File: src/sv/crpc_pkg.sv
`default_nettype none

package crpc_pkg;

    localparam int TABLE_ENTRIES = 256;
    localparam int BYTE_W        = 8;
    localparam int KEY_WORDS     = 4;
    localparam int CFG_IDX_W     = 3;
    localparam int CFG_DATA_W    = 64;

    localparam logic [BYTE_W-1:0] STREAM_MUL = 8'd131;
    localparam logic [BYTE_W-1:0] BYTE_MASK  = 8'hFF;

    typedef logic [BYTE_W-1:0]    t_byte;
    typedef logic [CFG_IDX_W-1:0] t_cfg_idx;

    // register indexes on the configuration channel
    localparam t_cfg_idx REG_KEY_WORD_0     = 3'd0;
    localparam t_cfg_idx REG_KEY_WORD_1     = 3'd1;
    localparam t_cfg_idx REG_KEY_WORD_2     = 3'd2;
    localparam t_cfg_idx REG_KEY_WORD_3     = 3'd3;
    localparam t_cfg_idx REG_KEYSTREAM_EN   = 3'd4;
    localparam t_cfg_idx REG_IV_SEED        = 3'd5;
    localparam t_cfg_idx REG_DECRYPT_MODE   = 3'd6;

    // control from the sequencer into the swap address generator
    typedef struct packed {
        logic  start;
        logic  adv;
        t_byte key;
    } t_gen_ctl;

    // current swap pair and whether it closes the reshape
    typedef struct packed {
        t_byte p;
        t_byte q;
        logic  last;
    } t_swap_addr;

    typedef enum logic [5:0] {
        S_IDLE  = 6'b000001,
        S_RD    = 6'b000010,
        S_WR    = 6'b000100,
        S_DRAIN = 6'b001000,
        S_LOOK  = 6'b010000,
        S_RESP  = 6'b100000
    } t_state;

endpackage

`default_nettype wire

File: src/sv/crpc_table.sv
`default_nettype none


// 256 x 8 table, one write port, one registered read port.
// An entry without its valid bit reads as its own address (identity).
module crpc_inv_table (
    input  wire logic            i_clk,
    input  wire logic            i_rst_n,
    input  wire logic            i_clr,
    input  wire logic            i_we,
    input  wire crpc_pkg::t_byte i_wa,
    input  wire crpc_pkg::t_byte i_wd,
    input  wire crpc_pkg::t_byte i_ra,
    output crpc_pkg::t_byte      o_q
);

    crpc_pkg::t_byte                      r_mem [crpc_pkg::TABLE_ENTRIES];
    logic [crpc_pkg::TABLE_ENTRIES-1:0]   r_vld;
    crpc_pkg::t_byte                      r_q;
    crpc_pkg::t_byte                      r_a;
    logic                                 r_v;

    always_ff @(posedge i_clk) begin
        if (i_we) begin
            r_mem[i_wa] <= i_wd;
        end
        r_q <= r_mem[i_ra];
        r_a <= i_ra;
    end

    always_ff @(posedge i_clk) begin
        if (!i_rst_n || i_clr) begin
            r_vld <= '0;
            r_v   <= 1'b0;
        end else begin
            if (i_we) begin
                r_vld[i_wa] <= 1'b1;
            end
            r_v <= r_vld[i_ra];
        end
    end

    assign o_q = r_v ? r_q : r_a;

endmodule

`default_nettype wire

File: config.mk
export PLATFORM = sky130hd
export DESIGN_NAME = crpc_inv_table
export DESIGN_NICKNAME = d
export VERILOG_FILES = /design/src/sv/crpc_pkg.sv /design/src/sv/crpc_table.sv
export SDC_FILE = /design/constraint.sdc
export NUM_CORES = 2
export LEC_CHECK = 0
export BUFFER_PORTS_ARGS = -buffer_cell sky130_fd_sc_hd__clkbuf_2
export CAP_MARGIN = 15
export CORE_AREA = 2 2 464 466
export CTS_CLUSTER_SIZE = 14
export DETAILED_ROUTE_END_ITERATION = 10
export DIE_AREA = 0 0 466 468
export MAX_ROUTING_LAYER = met4
export PLACE_DENSITY = 0.61
export SLEW_MARGIN = 20
export SYNTH_ARGS = -nofsm -noshare
export SYNTH_HDL_FRONTEND = slang
export SYNTH_SLANG_ARGS = --single-unit
File: constraint.sdc
create_clock -name i_clk -period 2.35 [get_ports i_clk]
set_input_delay 0.235 -clock i_clk [delete_from_list [all_inputs] [get_ports i_clk]]
set_output_delay 0.235 -clock i_clk [all_outputs]
set_load 0.005 [all_outputs]
Yosys cells after proc, flatten, opt, wreduce, memory -nomap -nowiden
Memory sizes are Yosys's and may differ from the RTL's. A register that Yosys moved wholly into a read port is not among the register bits.
Cells that the tools add are included.

storage, ports and cells
  register bits after elaboration = 265
  memory bits (writable) = 2,048
  input port bits = 28
  output and inout bits = 8
  memories = 1

cells by class
  $lt $le $gt $ge = 3
  mux-type cells = 7
  bitwise logic cells = 1
  reduce and logical (&&, ||, !) cells = 3

memory list
  name   words  width  rd ports  clocked after Yosys merged registers in  wr ports  line              text
  r_mem  256    8      1         1                                        1         crpc_table.sv:17  crpc_pkg::t_byte r_mem [crpc_pkg::TABLE_ENTRIES];

operator list
  kind                                                                number
  bitwise OR 256 bit                                                  1
  less-than comparator 8 x 9 -> 1 bit (second input constant)         2
  binary-select mux 1 bit (select 8 bit)                              1
  demux 1 bit (select 8 bit)                                          1
  greater-or-equal comparator 8 x 1 -> 1 bit (second input constant)  1
  two-way mux 8 bit                                                   1
  two-way mux 1 bit                                                   4
  logical AND 1 bit                                                   1
  zero test 1 bit                                                     1
  logical OR 1 bit                                                    1

Depth between registers and ports, before layout
  depth in word-level cells = 5
  depth in mapped cells = 13
  gate-level depth less buffers = 7

Least setup slack after synthesis
Ideal clock, no wire load.

  kind = input -> register
  from = input i_ra[0]
  to = register r_q[0], read port of r_mem
  setup time = 0.136 ns
  arrival = 2.296 ns
  data required time = 2.214 ns
  setup slack = -0.083 ns
  stages on the path = 9
  buffers on the path = 5
  cells stage by stage = buf_6 > buf_6 > buf_6 > buf_6 > buf_2 > mux4_2 > mux4_2 > o221ai_1 > a211oi_1

RTL lines
  element             line              text
  start: declaration  crpc_table.sv:13  input wire crpc_pkg::t_byte i_ra,
  end: declaration    crpc_table.sv:19  crpc_pkg::t_byte r_q;

==> results.sh <==
export IMPL_fin_crit_sh_pct=97.6
export IMPL_vias=44800
export IMPL_drc=0
export IMPL_cp_arrival_ps=3070
export IMPL_track_usage_pct=21.3
export IMPL_cts_sinks=2321
export IMPL_vias_per_cell=5.65
export IMPL_grt_pass1_wl_um=326000
export IMPL_cts_tree="built"
export IMPL_antenna_found_initial=3
export IMPL_drive_above_1_share_pct=34.0
export IMPL_hold_worst_slack_ps=124
export IMPL_p_leak_uw=0.0345
export IMPL_ys_ff_latch=2321
export IMPL_cpMostUsedCell="buf_12"
export IMPL_die_area_sq_mm=0.218
export IMPL_cp_start_kind="input port"
export IMPL_met1_usage_pct=28.8
export IMPL_power_density_mw_per_mm2=815
export IMPL_gp_congestion=0.890
export IMPL_min_period_ps=2290
export IMPL_finalSetupViolCount=0
export IMPL_max_slew_margin_pct=43.8
export IMPL_io_pins=36
export IMPL_numCtsBuffers=228
export IMPL_drtIter0Drc=4841
export IMPL_tns_ps=0
export IMPL_start_util_pct=41.7
export IMPL_path_clk_slew_ps=70
export IMPL_grt_use_met3_pct=3.62
export IMPL_syn_area_per_cell_sq_um=21.2
export IMPL_portBuffers=35
export IMPL_synth_warning_count=0
export IMPL_grt_max_degree=136
export IMPL_cts_buffer_depth=3
export IMPL_hold_path_class="in2reg"
export IMPL_hold_violations=0
export IMPL_fmax_ghz=0.436
export IMPL_syn_nets=4228
export IMPL_dp_slack_ps=-719
export IMPL_rows=170
export IMPL_routed_wirelength_um=226000
export IMPL_crit_type="in2reg"
export IMPL_slowest_stage="dlygate4sd3_1"
export IMPL_worstPathRequired_ps=3130
export IMPL_cpPeakStageDelay_ps=540
export IMPL_first_global_vias=45100
export IMPL_synth_distinct_cells=49
export IMPL_antenna_left=0
export IMPL_status="complete, no violations"
export IMPL_synth_cells=4200
export IMPL_worst_slew_pin_slew_ps=836
export IMPL_clk_latency_ps=870
export IMPL_nets=4917
export IMPL_die_height_um=468
export IMPL_area_growth_pct=18.7
export IMPL_syn_cell_area_sq_mm=0.0890
export IMPL_grt_ovfl_total=0
export IMPL_post_drt_wl_per_cell_um=28.5
export IMPL_setup_ws_ps=57.1
export IMPL_fin_area_sq_mm=0.106
export IMPL_cap_violations=0
export IMPL_dieWidth_um=466
export IMPL_place_area_sq_mm=0.0977
export IMPL_slew_violations=0
export IMPL_dpl_hpwl_um=149000
export IMPL_htreeDepth=4
export IMPL_crit_chain="dlygate4sd3_1 > clkbuf_2 > buf_12 > inv_6 > buf_12 > mux2i_1 > a22oi_1 > nand3_1 > nor2_1 > o221ai_1 > a211oi_1"
export IMPL_busiest_layer="met2"
export IMPL_grt_use_met2_pct=33.0
export IMPL_cts_setup_buffers=0
export IMPL_drt_pass1_iterations=5
export IMPL_cts_root_buffer_cell="clkbuf_16"
export IMPL_path_max_fanout=14
export IMPL_ir_worst_vdd_uv=732
export IMPL_cp_end_kind="flop"
export IMPL_fin_skew_ps=57.6
export IMPL_rsz0062_at_grt="yes"
export IMPL_seq_area_frac_synth_pct=75.3
export IMPL_core_sq_mm=0.213
-- cell usage in the layout, fill, tap and decap left out, types with 21 or more instances in the layout --
cell / n
nand2_1: 69
dfxtp_1: 272
mux4_2: 657
clkbuf_2: 24
clkinv_2: 50
o22ai_1: 47
buf_4: 560
mux2i_1: 96
o21a_1: 240
clkbuf_1: 51
clkbuf_8: 27
nor2_1: 307
buf_12: 103
nand3_1: 49
o221ai_1: 21
clkbuf_16: 233
clkinv_1: 33
edfxtp_1: 2048
-- area by class of cell --
type / count / area, sq um
Antenna cell: 1 / 2.50
Clock buffer: 309 / 6370
Clock inverter: 126 / 1250
Fill cell: 17000 / 108000
Inverter: 4 / 25.0
Multi-Input combinational cell: 1618 / 20700
Sequential cell: 2321 / 67000
Tap cell: 2838 / 3550
Timing Repair Buffer: 716 / 6720
-- registers in the layout, indices dropped and copies added (netlist names) --
| signal | flops |
|---|---|
| r_a | 8 |
| r_q | 8 |
| r_vld | 256 |
| r_mem | 2048 |
| r_v | 1 |
-- worst max-delay path: cells and delay by family --
family                 cells  cell delay (ps)
buffers and inverters      5             1220
AO/OA/AOI/OAI              3              860
AND/OR/NAND/NOR            2              590
multiplexers               1              110
-- metal layers --
| metal | vias up | wire (um) |
|---|---|---|
| li1 | 18800 | - |
| met1 | 24200 | 95500 |
| met2 | 1472 | 108000 |
| met3 | 341 | 14400 |
| met4 | 0 | 7720 |
| met5 | - | 0 |
-- cells by family after synthesis --
| family | share of synthesized area, % |
|---|---|
| mux | 17.8 |
| buf+inv | 1.55 |
| simple gates | 2.37 |
| flops | 75.3 |
| compound gates | 2.99 |
-- power by group --
group,switching [uW],internal [uW]
logic,2590,1900
registers,57.0,44900
clock network,15500,21100
-- stage by stage --
step | util (%) | cells | total power (uW)
after floorplan | - | 4200 | 48000
after global placement | 45.8 | 7480 | 50300
after detailed placement | 45.8 | 7480 | 50400
final | 49.5 | 7933 | 86000
after global routing | 49.5 | 7933 | 88500
after CTS | 49.5 | 7932 | 86800
-- worst paths after layout --
check / start / endpoint / slack (ps) / cells after the start
min: i_wa[5] / r_vld[190] / 120 / 4
min reg2reg: r_vld[137] / r_vld[137] / 460 / 1
max: i_ra[4] / r_q[2] / 60 / 11
max reg2reg: r_mem[215][1] / r_q[1] / 100 / 10
-- synthesized netlist by cell type, drive strengths merged --
cell     count  area [sq um]
a2111oi      2          17.5
a211oi      10          75.1
a21o         2          15.0
a21oi       11          55.1
a22oi       16           120
a31oi        1          6.26
a41o         1          10.0
a41oi        1          8.76
and3         2          12.5
and4b        2          20.0
buf        146           945
clkbuf     111           418
clkinv       1          3.75
dfxtp      273          5470
edfxtp    2048         61500
inv          3          11.3
mux2         9           101
mux2i       96           961
mux4       657         14800
nand2       69           259
nand2b       6          37.5
nand3       49           245
nand3b       1          7.51
nand4        9          56.3
nand4b       2          17.5
nor2       308          1160
nor2b       13          81.3
nor3        10          50.1
nor3b        2          15.0
nor4         5          31.3
nor4bb       2          20.0
o211ai       3          22.5
o21a       240          1800
o21ai        5          25.0
o221ai      21           184
o22ai       47           294
o31ai        1          7.51
o41ai        2          17.5
or2          2          12.5
or3          1          6.26
or4          9          67.6
or4b         1          10.0
-- repair_timing --
action | CTS | global route
pin swaps | 0 | 1
endpoints found under the setup margin | 11 | 6
gates resized for setup | 5 | 9
endpoints found under the hold margin | 798 | 0
hold buffers | 17 | 0
Note: power is estimated with default switching activity, not from simulation.
