`src/sv/crpc_pkg.sv`:
```
`default_nettype none

package crpc_pkg;

    localparam int TABLE_ENTRIES = 256;
    localparam int BYTE_W        = 8;
    localparam int KEY_WORDS     = 4;
    localparam int CFG_IDX_W     = 3;
    localparam int CFG_DATA_W    = 64;

    localparam logic [BYTE_W-1:0] STREAM_MUL = 8'd131;
    localparam logic [BYTE_W-1:0] BYTE_MASK  = 8'hFF;

    typedef logic [BYTE_W-1:0]    t_byte;
    typedef logic [CFG_IDX_W-1:0] t_cfg_idx;

    // register indexes on the configuration channel
    localparam t_cfg_idx REG_KEY_WORD_0     = 3'd0;
    localparam t_cfg_idx REG_KEY_WORD_1     = 3'd1;
    localparam t_cfg_idx REG_KEY_WORD_2     = 3'd2;
    localparam t_cfg_idx REG_KEY_WORD_3     = 3'd3;
    localparam t_cfg_idx REG_KEYSTREAM_EN   = 3'd4;
    localparam t_cfg_idx REG_IV_SEED        = 3'd5;
    localparam t_cfg_idx REG_DECRYPT_MODE   = 3'd6;

    // control from the sequencer into the swap address generator
    typedef struct packed {
        logic  start;
        logic  adv;
        t_byte key;
    } t_gen_ctl;

    // current swap pair and whether it closes the reshape
    typedef struct packed {
        t_byte p;
        t_byte q;
        logic  last;
    } t_swap_addr;

    typedef enum logic [5:0] {
        S_IDLE  = 6'b000001,
        S_RD    = 6'b000010,
        S_WR    = 6'b000100,
        S_DRAIN = 6'b001000,
        S_LOOK  = 6'b010000,
        S_RESP  = 6'b100000
    } t_state;

endpackage

`default_nettype wire

```
`src/sv/crpc_swap_gen.sv`:
```
`default_nettype none

// Walks the swap pairs of one reshape: whole chunks from entry 0, then the tail.
module crpc_swap_gen (
    input  wire logic                i_clk,
    input  wire logic                i_rst_n,
    input  wire crpc_pkg::t_gen_ctl  i_ctl,
    output crpc_pkg::t_swap_addr     o_swap
);

    crpc_pkg::t_byte r_pos;
    crpc_pkg::t_byte r_len;
    logic [6:0]      r_i;

    logic [6:0]      half;
    logic            chunk_end;
    logic [8:0]      np;
    logic [9:0]      np_end;
    logic            fits;
    logic [8:0]      rest;
    logic            tail;
    crpc_pkg::t_byte q_sum;

    assign half      = r_len[7:1];
    assign chunk_end = (r_i + 7'd1) == half;
    assign np        = {1'b0, r_pos} + {1'b0, r_len};
    assign np_end    = {1'b0, np} + {2'b00, r_len};
    assign fits      = np_end <= 10'(crpc_pkg::TABLE_ENTRIES);
    assign rest      = 9'(crpc_pkg::TABLE_ENTRIES) - np;
    assign tail      = rest > 9'd1;
    assign q_sum     = r_pos + r_len - 8'd1 - {1'b0, r_i};

    assign o_swap.p    = r_pos + {1'b0, r_i};
    assign o_swap.q    = q_sum;
    assign o_swap.last = chunk_end && !fits && !tail;

    always_ff @(posedge i_clk) begin
        if (!i_rst_n) begin
            r_pos <= '0;
            r_len <= 8'd2;
            r_i   <= '0;
        end else if (i_ctl.start) begin
            r_pos <= '0;
            r_i   <= '0;
            r_len <= (i_ctl.key < 8'd2) ? 8'd2 : i_ctl.key;
        end else if (i_ctl.adv) begin
            if (!chunk_end) begin
                r_i <= r_i + 7'd1;
            end else begin
                // next chunk, or the shorter tail
                r_i   <= '0;
                r_pos <= np[7:0];
                r_len <= fits ? r_len : rest[7:0];
            end
        end
    end

endmodule

`default_nettype wire

```
`config.mk`:
```
export PLATFORM = sky130hd
export DESIGN_NAME = crpc_swap_gen
export DESIGN_NICKNAME = d
export VERILOG_FILES = /design/src/sv/crpc_pkg.sv /design/src/sv/crpc_swap_gen.sv
export SDC_FILE = /design/constraint.sdc
export NUM_CORES = 1
export LEC_CHECK = 0
export BUFFER_PORTS_ARGS = -buffer_cell sky130_fd_sc_hd__buf_2
export CORE_MARGIN = 2
export CORE_UTILIZATION = 50
export DETAILED_ROUTE_END_ITERATION = 12
export GPL_ROUTABILITY_DRIVEN = 0
export PLACE_DENSITY_LB_ADDON = 0.3
export SYNTH_ARGS = -nofsm -noshare
export SYNTH_HDL_FRONTEND = slang
export SYNTH_SLANG_ARGS = --single-unit
```
`constraint.sdc`:
```
create_clock -name i_clk -period 5.88 [get_ports i_clk]
set_clock_uncertainty 0.2 [all_clocks]
set_input_delay 0 -clock i_clk [delete_from_list [all_inputs] [get_ports i_clk]]
set_output_delay 0 -clock i_clk [all_outputs]
set_load 0.03 [all_outputs]
```
# --- After elaboration in Yosys (flattened, before gate mapping) ---
# Index checks and enable logic that the tools add are counted.
word_totals:
  ff_bits: 23
  in_bits: 12
classes:
  n_addsub: 8
  n_lt_le_gt_ge: 3
  n_mux: 6
  n_eq_ne: 2
  n_reduce_logical: 9
  n_bitwise: 1
op_table:
  columns: ["cell", "n"]
  rows:
  - ["$mux 8", 5]
  - ["$add 9x8->10", 1]
  - ["$le 10x9->1 const B", 1]
  - ["$add 8x8->9", 1]
  - ["$gt 9x1->1 const B", 1]
  - ["$sub 9x9->9 const A", 1]
  - ["$add 8x7->8", 1]
  - ["$add 8x8->8", 1]
  - ["$lt 8x2->1 const B", 1]
  - ["$sub 8x1->8 const B", 1]
  - ["$sub 8x7->8", 1]
  - ["$add 7x1->7 const B", 1]
  - ["$eq 7x7->1", 1]
  - ["$mux 7", 1]
  - ["$reduce_bool 2->1", 2]
  - ["$reduce_and 3->1", 1]
  - ["$logic_and 1x1->1", 2]
  - ["$logic_not 1->1", 2]
  - ["$ne 2x2->1 const B", 1]
  - ["$reduce_and 2->1", 1]
  - ["$reduce_or 2->1", 1]
  - ["$not 1->1", 1]

# --- Logic depth before layout (Yosys ltp) ---
depth:
  depth_word: 7
  mapped_depth: 17

# --- Worst setup path after synthesis ---
# No wires, ideal clock.
synth_timing:
  kind: "register to output"
  from: "register r_pos[0]"
  to: "output o_swap[0] in the netlist's numbering"
  stages_incl_launch_ff: 14
  slack_ps: 2049
  required_time_ps: 5680
  arrival_time_ps: 3631
  path_cell_list: "dfxtp_1 ha_1 fa_1 a21o_1 a21oi_1 xnor2_1 ha_1 a21o_1 a31oi_1 a21oi_1 o211a_1 o2111ai_2 nand2_1 nor3_1"
synth_lines:
  columns: ["item", "line", "text"]
  rows:
  - ["from (decl)", "crpc_swap_gen.sv:11", "crpc_pkg::t_byte r_pos;"]
  - ["from (signal assigned)", "crpc_swap_gen.sv:52", "r_pos <= np[7:0];"]
  - ["to (decl)", "crpc_swap_gen.sv:8", "output crpc_pkg::t_swap_addr o_swap"]

# --- Worst setup path in the final report ---
layout_timing:
  from: "register r_len[0]"
  to: "register r_len[7]"
layout_via:
  elab_chain_cells: 6
layout_rtl:
  columns: ["item", "line", "text"]
  rows:
  - ["from (decl)", "crpc_swap_gen.sv:12", "crpc_pkg::t_byte r_len;"]
  - ["from (signal assigned)", "crpc_swap_gen.sv:45", "r_len <= (i_ctl.key < 8'd2) ? 8'd2 : i_ctl.key;"]
  - ["from (signal assigned)", "crpc_swap_gen.sv:53", "r_len <= fits ? r_len : rest[7:0];"]
  - ["$add 8x8->9 (*)", "crpc_swap_gen.sv:26", "assign np = {1'b0, r_pos} + {1'b0, r_len};"]
  - ["net np[6]", "crpc_swap_gen.sv:17", "logic [8:0] np;"]
  - ["branches (longest 5 deep; another with $add 9x8->10)", null, null]
# Mark *: on every way through the listed nets, which the timed path passes. The select of a mux whose other input is x is not followed.
# A chain may end at the register's enable or synchronous reset.

==> flow_summary.yaml <==
yosys:
  yosysWarnings: 0
  synth_seq_area_share_pct: 16.0
  async_reset_ff_share_pct: 0
  synth_edf_count: 0
  synthDistinctLibCells: 50
  avgSynthCellArea_sq_um: 8.15
  ys_dominant_reg_cell: "dfxtp_1"
  synthesis.area_sq_um: 2870
  synth_nets: 414
  ys_seq_elements: 23
  synth_cells: 352
clocking:
  clock_latency_ns: 0.28
  cts_buffer_depth: 2
  h-tree-depth: 1
  cts_buffers: 3
  post_cts_resized: 0
  cts_tree: "done"
  path_clk_slew_ns: 0.09
  cts-root-buf: "clkbuf_8"
  cts_sinks: 23
sta:
  slew_headroom_pct: 61.2
  setup_viol: 0
  timing.hold.ws_ns: 0.182
  period_needed_ns: 4.68
  post-route-period-util_pct: 79.6
  rsz0062_at_grt: "false"
  final.setup.tns_ns: 0
  hold_violations: 0
  drv_slew: 0
  tightest_slew_ns: 0.578
  fmax_mhz: 214
worst_setup_path:
  startpoint_type: "flip-flop"
  worst-path-max-fanout: 14
  cp_cell_sequence: "ha_1 -> fa_1 -> a211oi_1 -> o21bai_1 -> a21oi_1 -> xnor2_1 -> ha_1 -> nand2_1 -> a21oi_1 -> a2111oi_4 -> o2111ai_2 -> nand4_4 -> nor3b_1 -> a211oi_2 -> dlygate4sd3_1"
  endpoint_kind: "flip-flop"
  arrival_ns: 4.65
  max_stage_delay_ns: 0.56
  cp.required_ns: 5.85
  critical_path_class: "flip-flop to flip-flop"
  cp_slowest_cell: "dlygate4sd3_1"
drt:
  finalWirelength_mm: 6.60
  wl_per_cell_microns: 14.1
  vias_per_cell: 5.41
  dr.pass1.iters: 4
  drtIter0Drc: 106
  drc: 0
  ant_nets: 0
  via_count: 2526
layout:
  mostFrequentLayoutCells: "inv_1 (53), ha_1 (39), xnor2_1 (30)"
  drive_gt1_share_pct: 11.1
  area_delta_synth_final_pct: 14.3
  mostFrequentLayoutCell: "inv_1"
  nets: 458
  diodes: 0
grt:
  grt_pass1_wl_mm: 11.1
  grt_overflow_total: 0
  antenna_found_initial: 0
  grt_max_degree: 17
  grt_pass1_vias: 2462
  grt_use_total_pct: 22.0
power:
  p_per_area_nw_per_um2: 158
  ir_drop_v: 0.0000979
  p_leak_nw: 1.50
  finalPower_mw: 0.519
floorplanning:
  start_util_pct: 51.8
  core_sq_um: 5540
  rows: 27
  dieArea_sq_um: 6360
  die_w_microns: 79.8
  io_pins: 29
  die_y_microns: 79.8
job:
  maxCapViolCount: 0
placed_design:
  io_buffers: 28
  hpwl_mm: 5.15
worst_hold_path:
  hold_path_class: "input port to flip-flop"
run_status:
  status: "finished, final reports clean"
## worst paths after layout
path                            cells after the start       end  slack (ns)  startpoint
worst min-delay path                                4  r_len[4]        0.18    i_ctl[9]
worst max register to register                     15  r_len[7]        1.20    r_len[0]
worst min register to register                      2  r_pos[4]        0.33    r_pos[4]
worst max-delay path                               15  r_len[7]        1.20    r_len[0]
## through the flow
| stage | util, % | setup WS, ns | instance area, sq um | std cells |
|---|---|---|---|---|
| after global placement | 55.3 | 1.88 | 3060 | 446 |
| final | 59.2 | 1.20 | 3280 | 467 |
| after detailed placement | 55.3 | 1.78 | 3060 | 446 |
| after floorplan | - | 2.05 | 2870 | 352 |
| after global routing | 59.2 | 0.880 | 3280 | 467 |
| after CTS | 59.2 | 1.19 | 3280 | 467 |
## cell usage after synthesis, drive strengths merged, types with 7 or more instances
library cell / n / area [sq um]
nand3: 14 / 70.1
o21ai: 13 / 65.1
nor2: 28 / 105
a21oi: 29 / 145
a21o: 8 / 61.3
nor3: 7 / 40.0
xnor2: 30 / 263
inv: 53 / 199
xor2: 9 / 78.8
o21bai: 7 / 52.6
a211oi: 8 / 65.1
nand2: 15 / 56.3
dfxtp: 23 / 460
ha: 39 / 488
fa: 11 / 220
## repair_timing
action,4_1_cts,5_1_grt
buffers inserted,0,0
hold buffers,17,0
hold endpoints to repair,13,0
## area by class of cell
class,count,area (sq um)
Fill cell,528,2260
Multi-Input combinational cell,269,2170
Sequential cell,23,460
Timing Repair Buffer,46,318
Inverter,53,199
Tap cell,72,90.1
Clock buffer,4,45.0
## where the power goes
part | internal (mW) | switching [mW]
registers | 0.161 | 0.00969
clock network | 0.0487 | 0.0599
logic | 0.0959 | 0.144
total | 0.305 | 0.213
## per-layer routing
layer / up-vias / GRT usage [%] / routed length [microns]
met4: 0 / 4.58 / 68
met3: 5 / 1.70 / 156
met2: 37 / 41.2 / 3330
met1: 1193 / 27.4 / 3040
li1: 1291 / - / -
met5: - / 0 / 0
## sequential cells by signal, summed over array words and instances (netlist names)
signal  flops
r_pos       8
r_len       8
r_i         7
## cell families (layout without fill, tap and decap cells)
| group | count (synthesis) | after routing | synth area share, % |
|---|---|---|---|
| AOI/OAI and AO/OA | 85 | 85 | 20.6 |
| and+or+nand+nor | 91 | 91 | 16.8 |
| muxes | 4 | 4 | 1.48 |
| xor gates and xnor gates | 39 | 39 | 11.9 |
| adders and majority gates | 50 | 50 | 24.7 |
| buffers and inverters | 60 | 103 | 8.46 |
| DFF | 23 | 23 | 16.0 |
## critical path, delay by kind of cell, from the launching register on
kind	cells	cell delay, ns
buf+inv	1	0.56
xor+xnor	1	0.21
fa+ha+maj	3	1.15
flops	1	0.40
simple gates	3	0.68
compound gates	7	1.37
(Power assumes the default switching activity.)
