$ cat src/sv/crpc_pkg.sv
`default_nettype none

package crpc_pkg;

    localparam int TABLE_ENTRIES = 256;
    localparam int BYTE_W        = 8;
    localparam int KEY_WORDS     = 4;
    localparam int CFG_IDX_W     = 3;
    localparam int CFG_DATA_W    = 64;

    localparam logic [BYTE_W-1:0] STREAM_MUL = 8'd131;
    localparam logic [BYTE_W-1:0] BYTE_MASK  = 8'hFF;

    typedef logic [BYTE_W-1:0]    t_byte;
    typedef logic [CFG_IDX_W-1:0] t_cfg_idx;

    // register indexes on the configuration channel
    localparam t_cfg_idx REG_KEY_WORD_0     = 3'd0;
    localparam t_cfg_idx REG_KEY_WORD_1     = 3'd1;
    localparam t_cfg_idx REG_KEY_WORD_2     = 3'd2;
    localparam t_cfg_idx REG_KEY_WORD_3     = 3'd3;
    localparam t_cfg_idx REG_KEYSTREAM_EN   = 3'd4;
    localparam t_cfg_idx REG_IV_SEED        = 3'd5;
    localparam t_cfg_idx REG_DECRYPT_MODE   = 3'd6;

    // control from the sequencer into the swap address generator
    typedef struct packed {
        logic  start;
        logic  adv;
        t_byte key;
    } t_gen_ctl;

    // current swap pair and whether it closes the reshape
    typedef struct packed {
        t_byte p;
        t_byte q;
        logic  last;
    } t_swap_addr;

    typedef enum logic [5:0] {
        S_IDLE  = 6'b000001,
        S_RD    = 6'b000010,
        S_WR    = 6'b000100,
        S_DRAIN = 6'b001000,
        S_LOOK  = 6'b010000,
        S_RESP  = 6'b100000
    } t_state;

endpackage

`default_nettype wire

$ cat src/sv/crpc_table.sv
`default_nettype none

// 256 x 8 table, one write port, two registered read ports.
// An entry without its valid bit reads as its own address (identity).
module crpc_table (
    input  wire logic            i_clk,
    input  wire logic            i_rst_n,
    input  wire logic            i_clr,
    input  wire logic            i_we,
    input  wire crpc_pkg::t_byte i_wa,
    input  wire crpc_pkg::t_byte i_wd,
    input  wire crpc_pkg::t_byte i_ra,
    input  wire crpc_pkg::t_byte i_rb,
    output crpc_pkg::t_byte      o_qa,
    output crpc_pkg::t_byte      o_qb
);

    crpc_pkg::t_byte                      r_mem [crpc_pkg::TABLE_ENTRIES];
    logic [crpc_pkg::TABLE_ENTRIES-1:0]   r_vld;
    crpc_pkg::t_byte                      r_qa;
    crpc_pkg::t_byte                      r_qb;
    crpc_pkg::t_byte                      r_aa;
    crpc_pkg::t_byte                      r_ab;
    logic                                 r_va;
    logic                                 r_vb;

    always_ff @(posedge i_clk) begin
        if (i_we) begin
            r_mem[i_wa] <= i_wd;
        end
        r_qa <= r_mem[i_ra];
        r_qb <= r_mem[i_rb];
        r_aa <= i_ra;
        r_ab <= i_rb;
    end

    always_ff @(posedge i_clk) begin
        if (!i_rst_n || i_clr) begin
            r_vld <= '0;
            r_va  <= 1'b0;
            r_vb  <= 1'b0;
        end else begin
            if (i_we) begin
                r_vld[i_wa] <= 1'b1;
            end
            r_va <= r_vld[i_ra];
            r_vb <= r_vld[i_rb];
        end
    end

    assign o_qa = r_va ? r_qa : r_aa;
    assign o_qb = r_vb ? r_qb : r_ab;

endmodule


`default_nettype wire

$ cat config.mk
export PLATFORM = sky130hd
export DESIGN_NAME = crpc_table
export DESIGN_NICKNAME = d
export VERILOG_FILES = /design/src/sv/crpc_pkg.sv /design/src/sv/crpc_table.sv
export SDC_FILE = /design/constraint.sdc
export NUM_CORES = 2
export LEC_CHECK = 0
export BUFFER_PORTS_ARGS = -buffer_cell sky130_fd_sc_hd__buf_2
export CAP_MARGIN = 20
export CORE_MARGIN = 5
export CORE_UTILIZATION = 44
export CTS_CLUSTER_SIZE = 20
export DETAILED_ROUTE_END_ITERATION = 10
export MAX_ROUTING_LAYER = met4
export PLACE_DENSITY = 0.64
export SYNTH_ARGS = -nofsm -noshare
export SYNTH_HDL_FRONTEND = slang
export SYNTH_SLANG_ARGS = --single-unit
$ cat constraint.sdc
create_clock -name i_clk -period 2.6 [get_ports i_clk]
set_input_delay 0.39 -clock i_clk [delete_from_list [all_inputs] [get_ports i_clk]]
set_output_delay 0.39 -clock i_clk [all_outputs]
set_load 0.02 [all_outputs]
# Yosys cells after proc, flatten, opt, wreduce, memory -nomap -nowiden
# Memories as Yosys holds them, arrays and structs flattened. A register that Yosys moved wholly into a read port is not among the register bits.
# Index checks and enable logic that the tools add are counted.
[op_classes] mux=10 order_cmp=4 reduce_logical=3 bitwise_logic=1
[op_table] op="OR 256 bit" count=1
[op_table] op="< comparator 8 x 9 -> 1 bit (second input constant)" count=3
[op_table] op="binary-select mux 1 bit (select 8 bit)" count=2
[op_table] op="two-way mux 8 bit" count=2
[op_table] op="demux 1 bit (select 8 bit)" count=1
[op_table] op=">= comparator 8 x 1 -> 1 bit (second input constant)" count=1
[op_table] op="two-way mux 1 bit" count=5
[op_table] op="logical AND 1 bit" count=1
[op_table] op="zero test 1 bit" count=1
[op_table] op="logical OR 1 bit" count=1
[totals] mem_count=1 mem_bits_rw=2048 out_inout_bits=16 regBits=274 in_bits=36
[memory_table] memory="r_mem" depth=256 width=8 read_ports=2 rd_ports_with_merged_regs=2 write_ports=1 line="crpc_table.sv:18" text="crpc_pkg::t_byte r_mem [crpc_pkg::TABLE_ENTRIES];"

# Logic depth before layout (Yosys ltp)
[logic_depth] word_depth=5 ltp_mapped=13 mapped_depth_nobuf=7

# Worst setup path before layout
# No wires, ideal clock.
[synth_path] path_type="input -> register" start="input i_rb[1]" end="register r_vb" setup_slack_ns=0.092 cell_stages=9 n_path_buf=3 arrival_ns=2.387 cell_sequence="buf_4 -> buf_4 -> clkbuf_1 -> mux4_2 -> mux4_2 -> a22o_1 -> nor4_1 -> nand3b_1 -> o41ai_1"
[synth_via] elab_chain_cells=2
[synth_lines] element="start, declared" line="crpc_table.sv:13" text="input wire crpc_pkg::t_byte i_rb,"
[synth_lines] element="binary-select mux 1 bit (select 8 bit)" line="crpc_table.sv:47" text="r_vb <= r_vld[i_rb];"
[synth_lines] element="two-way mux 1 bit (not written as such)" line="crpc_table.sv:47"
[synth_lines] element="end signal, assigned" line="crpc_table.sv:47"
[synth_lines] element="end, declared" line="crpc_table.sv:25" text="logic r_vb;"
# No other way between the ends. The select of a mux whose other input is x is not followed.
# A chain may end at the register's enable or synchronous reset.

==> flow_metrics.env <==
export IMPL_nets=6591
export IMPL_cts_setup_buffers=0
export IMPL_power_density_mw_per_mm2=649
export IMPL_fin_ws_ps=-88.1
export IMPL_period_minus_slack_ps=2690
export IMPL_pwr_share_seq_pct=49.2
export IMPL_yosysUniqueCellTypes=56
export IMPL_post_drt_wl_per_cell_microns=36.8
export IMPL_cp_end_kind="flip-flop"
export IMPL_cts_tree="built"
export IMPL_cp_slowest_stage_delay_ps=540
export IMPL_cts_max_path_buffers=3
export IMPL_via_per_inst=6.59
export IMPL_yosys_warnings=0
export IMPL_pwr_share_comb_pct=9.0
export IMPL_setup_violations=2
export IMPL_io_pins=52
export IMPL_drc=0
export IMPL_clkSinkCount=2338
export IMPL_syn_inst=5616
export IMPL_finalClockSkew_ps=85.8
export IMPL_min_period_over_period_pct=103
export IMPL_numCtsBuffers=235
export IMPL_clock_latency_ps=950
export IMPL_dr_first_iter_drc_count=9902
export IMPL_final_fill_count=19100
export IMPL_seq_area_frac_synth_pct=62.4
export IMPL_syn_num_nets=5652
export IMPL_cts_root_buf="clkbuf_16"
export IMPL_dr_pass1_iters=6
export IMPL_rsz0062_at_grt="false"
export IMPL_chipHeight_microns=505
export IMPL_die_w_microns=505
export IMPL_dp_hpwl_microns=261000
export IMPL_grt_pass1_wl_microns=514000
export IMPL_cp_common_cell="buf_4"
export IMPL_violations="setup timing"
export IMPL_overflow=0
export IMPL_reg2reg_from="r_mem[63][4]$_DFFE_PP_"
export IMPL_finalSetupTns_ps=-138
export IMPL_antenna_found_initial=28
export IMPL_grt_pass1_vias=65600
export IMPL_p_int_mw=64.0
export IMPL_required_ps=3450
export IMPL_drive_gt1_share_pct=42.3
export IMPL_postLayoutCoreUtil_pct=52.8
export IMPL_synth_edff_count=2048
export IMPL_synth_area_top_cells="edfxtp_1 (57%), mux4_2 (27%), dfxtp_1 (5.4%)"
export IMPL_cp_slowest_cell="dlygate4sd3_1"
export IMPL_total_power_mw=83.5
export IMPL_async_flop_share_pct=0
export IMPL_num_rows=181
export IMPL_path_class="in2reg"
export IMPL_worstPathMaxFanout=5
export IMPL_final_seq_area_sq_mm=0.0673
export IMPL_synth_seq_cells=2338
export IMPL_clockPowerShare_pct=41.8
export IMPL_worstHoldStart="i_rst_n"
export IMPL_power_switching_mw=19.5
export IMPL_wirelength_microns=367000
export IMPL_drv_cap=0
export IMPL_p_leak_nw=42.4
export IMPL_tightest_slew_ps=1130
export IMPL_synth_cell_area_sq_mm=0.108
export IMPL_multi_input_area_sq_mm=0.0383
export IMPL_drv_slew=0
export IMPL_critPathArrivalTime_ps=3540
export IMPL_num_vias=65800
export IMPL_syn2layout_area_growth_pct=19.2
export IMPL_grt_usage_pct=29.4
export IMPL_netlist_area_leader_share_pct=57.0
export IMPL_finalInstanceArea_sq_mm=0.129
export IMPL_die_area_sq_mm=0.255
export IMPL_timing_fmax_mhz=372
export IMPL_hold_violations=0
export IMPL_swShare_pct=23.3
export IMPL_cp_cell_sequence="dlygate4sd3_1, buf_2, buf_4, inv_1, nor4_1, buf_4, buf_4, nand3_1, nand4_1, nor3_1, nand3_1, a21oi_1, buf_4"
export IMPL_place_ws_ps=-949
export IMPL_crit_start="i_ra[6]"
export IMPL_portBuffers=51
export IMPL_place_congestion=1.02
export IMPL_clkTransAtPathRegs_ps=70
export IMPL_ir_drop_mv=0.767
export IMPL_synth_avg_cell_area_sq_um=19.2
export IMPL_place_inst=9501
export IMPL_post_dp_cell_area_sq_mm=0.120
export IMPL_initial_core_util_pct=44.3
export IMPL_crit_path_start_kind="input pin"
export IMPL_coreArea_sq_mm=0.244
export IMPL_synth_top_area_cell="edfxtp_1"
export IMPL_outcome="complete, but fails checks"
export IMPL_grt_max_degree=98
export IMPL_htree_levels=4
export IMPL_synth_flop_cell="edfxtp_1"
export IMPL_slew_headroom_pct=24.3
export IMPL_ant_nets=0
export IMPL_whs_ps=46.3
export IMPL_hold_class="in2reg"
export IMPL_fin_cells=9985
==> synth_stat cells, types with 37 or more instances <==
cell,number
buf_1,51
buf_2,114
buf_4,77
clkbuf_1,167
dfxtp_1,290
edfxtp_1,2048
mux2_2,37
mux2i_1,104
mux4_2,1306
nand2_1,272
nand3_1,145
nand4_1,40
nor2_1,354
o21a_1,240
o22ai_1,73
==> final timing paths <==
check / depth (start not counted) / slack, ps / end
max: 13 / -90 / r_qa[1]$_DFF_P_
min: 4 / 50 / r_va$_SDFF_PP0_
max reg2reg: 8 / 20 / r_qb[4]$_DFF_P_
min reg2reg: 1 / 480 / r_vld[50]$_SDFFE_PP0P_
==> power groups by stage <==
stage | clock network, mW | registers [mW] | logic (mW)
after floorplan | 0 | 41.7 | 3.77
after global placement | 0 | 41.8 | 7.34
after detailed placement | 0 | 41.8 | 7.39
after CTS | 35.3 | 41.0 | 7.44
after global routing | 36.9 | 41.0 | 7.74
final | 34.9 | 41.0 | 7.51
==> registers in the layout, indices dropped and copies added, names as in the netlist <==
name and count:
r_ab 8, r_qa 8, r_mem 2048, r_qb 8
r_va 1, r_aa 8, r_vld 256, r_vb 1
==> per-layer routing <==
metal	track usage, %	routed length (microns)	up-vias
met2	43.9	170000	4114
met5	-	0	-
met4	16.1	24400	0
li1	-	-	25800
met1	37.9	134000	35100
met3	6.34	38400	806
==> cell usage in the layout (no fill, tap or decap), types with 35 or more instances in the layout <==
cell type | netlist | routed
clkinv_2 | 0 | 48
clkinv_1 | 1 | 37
mux2_2 | 37 | 37
mux4_2 | 1306 | 1306
o21a_1 | 240 | 240
clkbuf_16 | 0 | 238
dfxtp_1 | 290 | 288
clkbuf_1 | 167 | 51
buf_4 | 77 | 888
nor2_1 | 354 | 353
nand2_1 | 272 | 272
mux2i_1 | 104 | 103
nand4_1 | 40 | 40
buf_2 | 114 | 35
buf_12 | 0 | 183
edfxtp_1 | 2048 | 2048
o22ai_1 | 73 | 70
nand3_1 | 145 | 142
==> critical path: cells and delay by family <==
kind | cells | cell delay, ps
compound gates | 1 | 190
buf+inv | 7 | 1600
simple gates | 5 | 1340
==> layout make-up <==
type	count	area share, %
diodes	19	0.0370
clock buffers	305	4.95
clock inverters	141	1.25
inverters	8	0.0311
multi-input cells	2830	29.8
flip-flops and latches	2338	52.3
well taps	3202	3.12
repair buffers	1142	8.49
==> kinds of logic after synthesis <==
| family | Yosys count | synth area share (%) |
|---|---|---|
| simple gates | 934 | 3.80 |
| mux | 1447 | 28.6 |
| compound gates | 449 | 3.00 |
| flops | 2338 | 62.4 |
| buf+inv | 448 | 2.19 |
==> repair_timing <==
action,in CTS,in global routing
endpoints found under the setup margin,11,5
endpoints found under the hold margin,208,0
hold buffers,19,0
resized for setup,8,11
pin swaps,0,1
(Power assumes the default switching activity.)
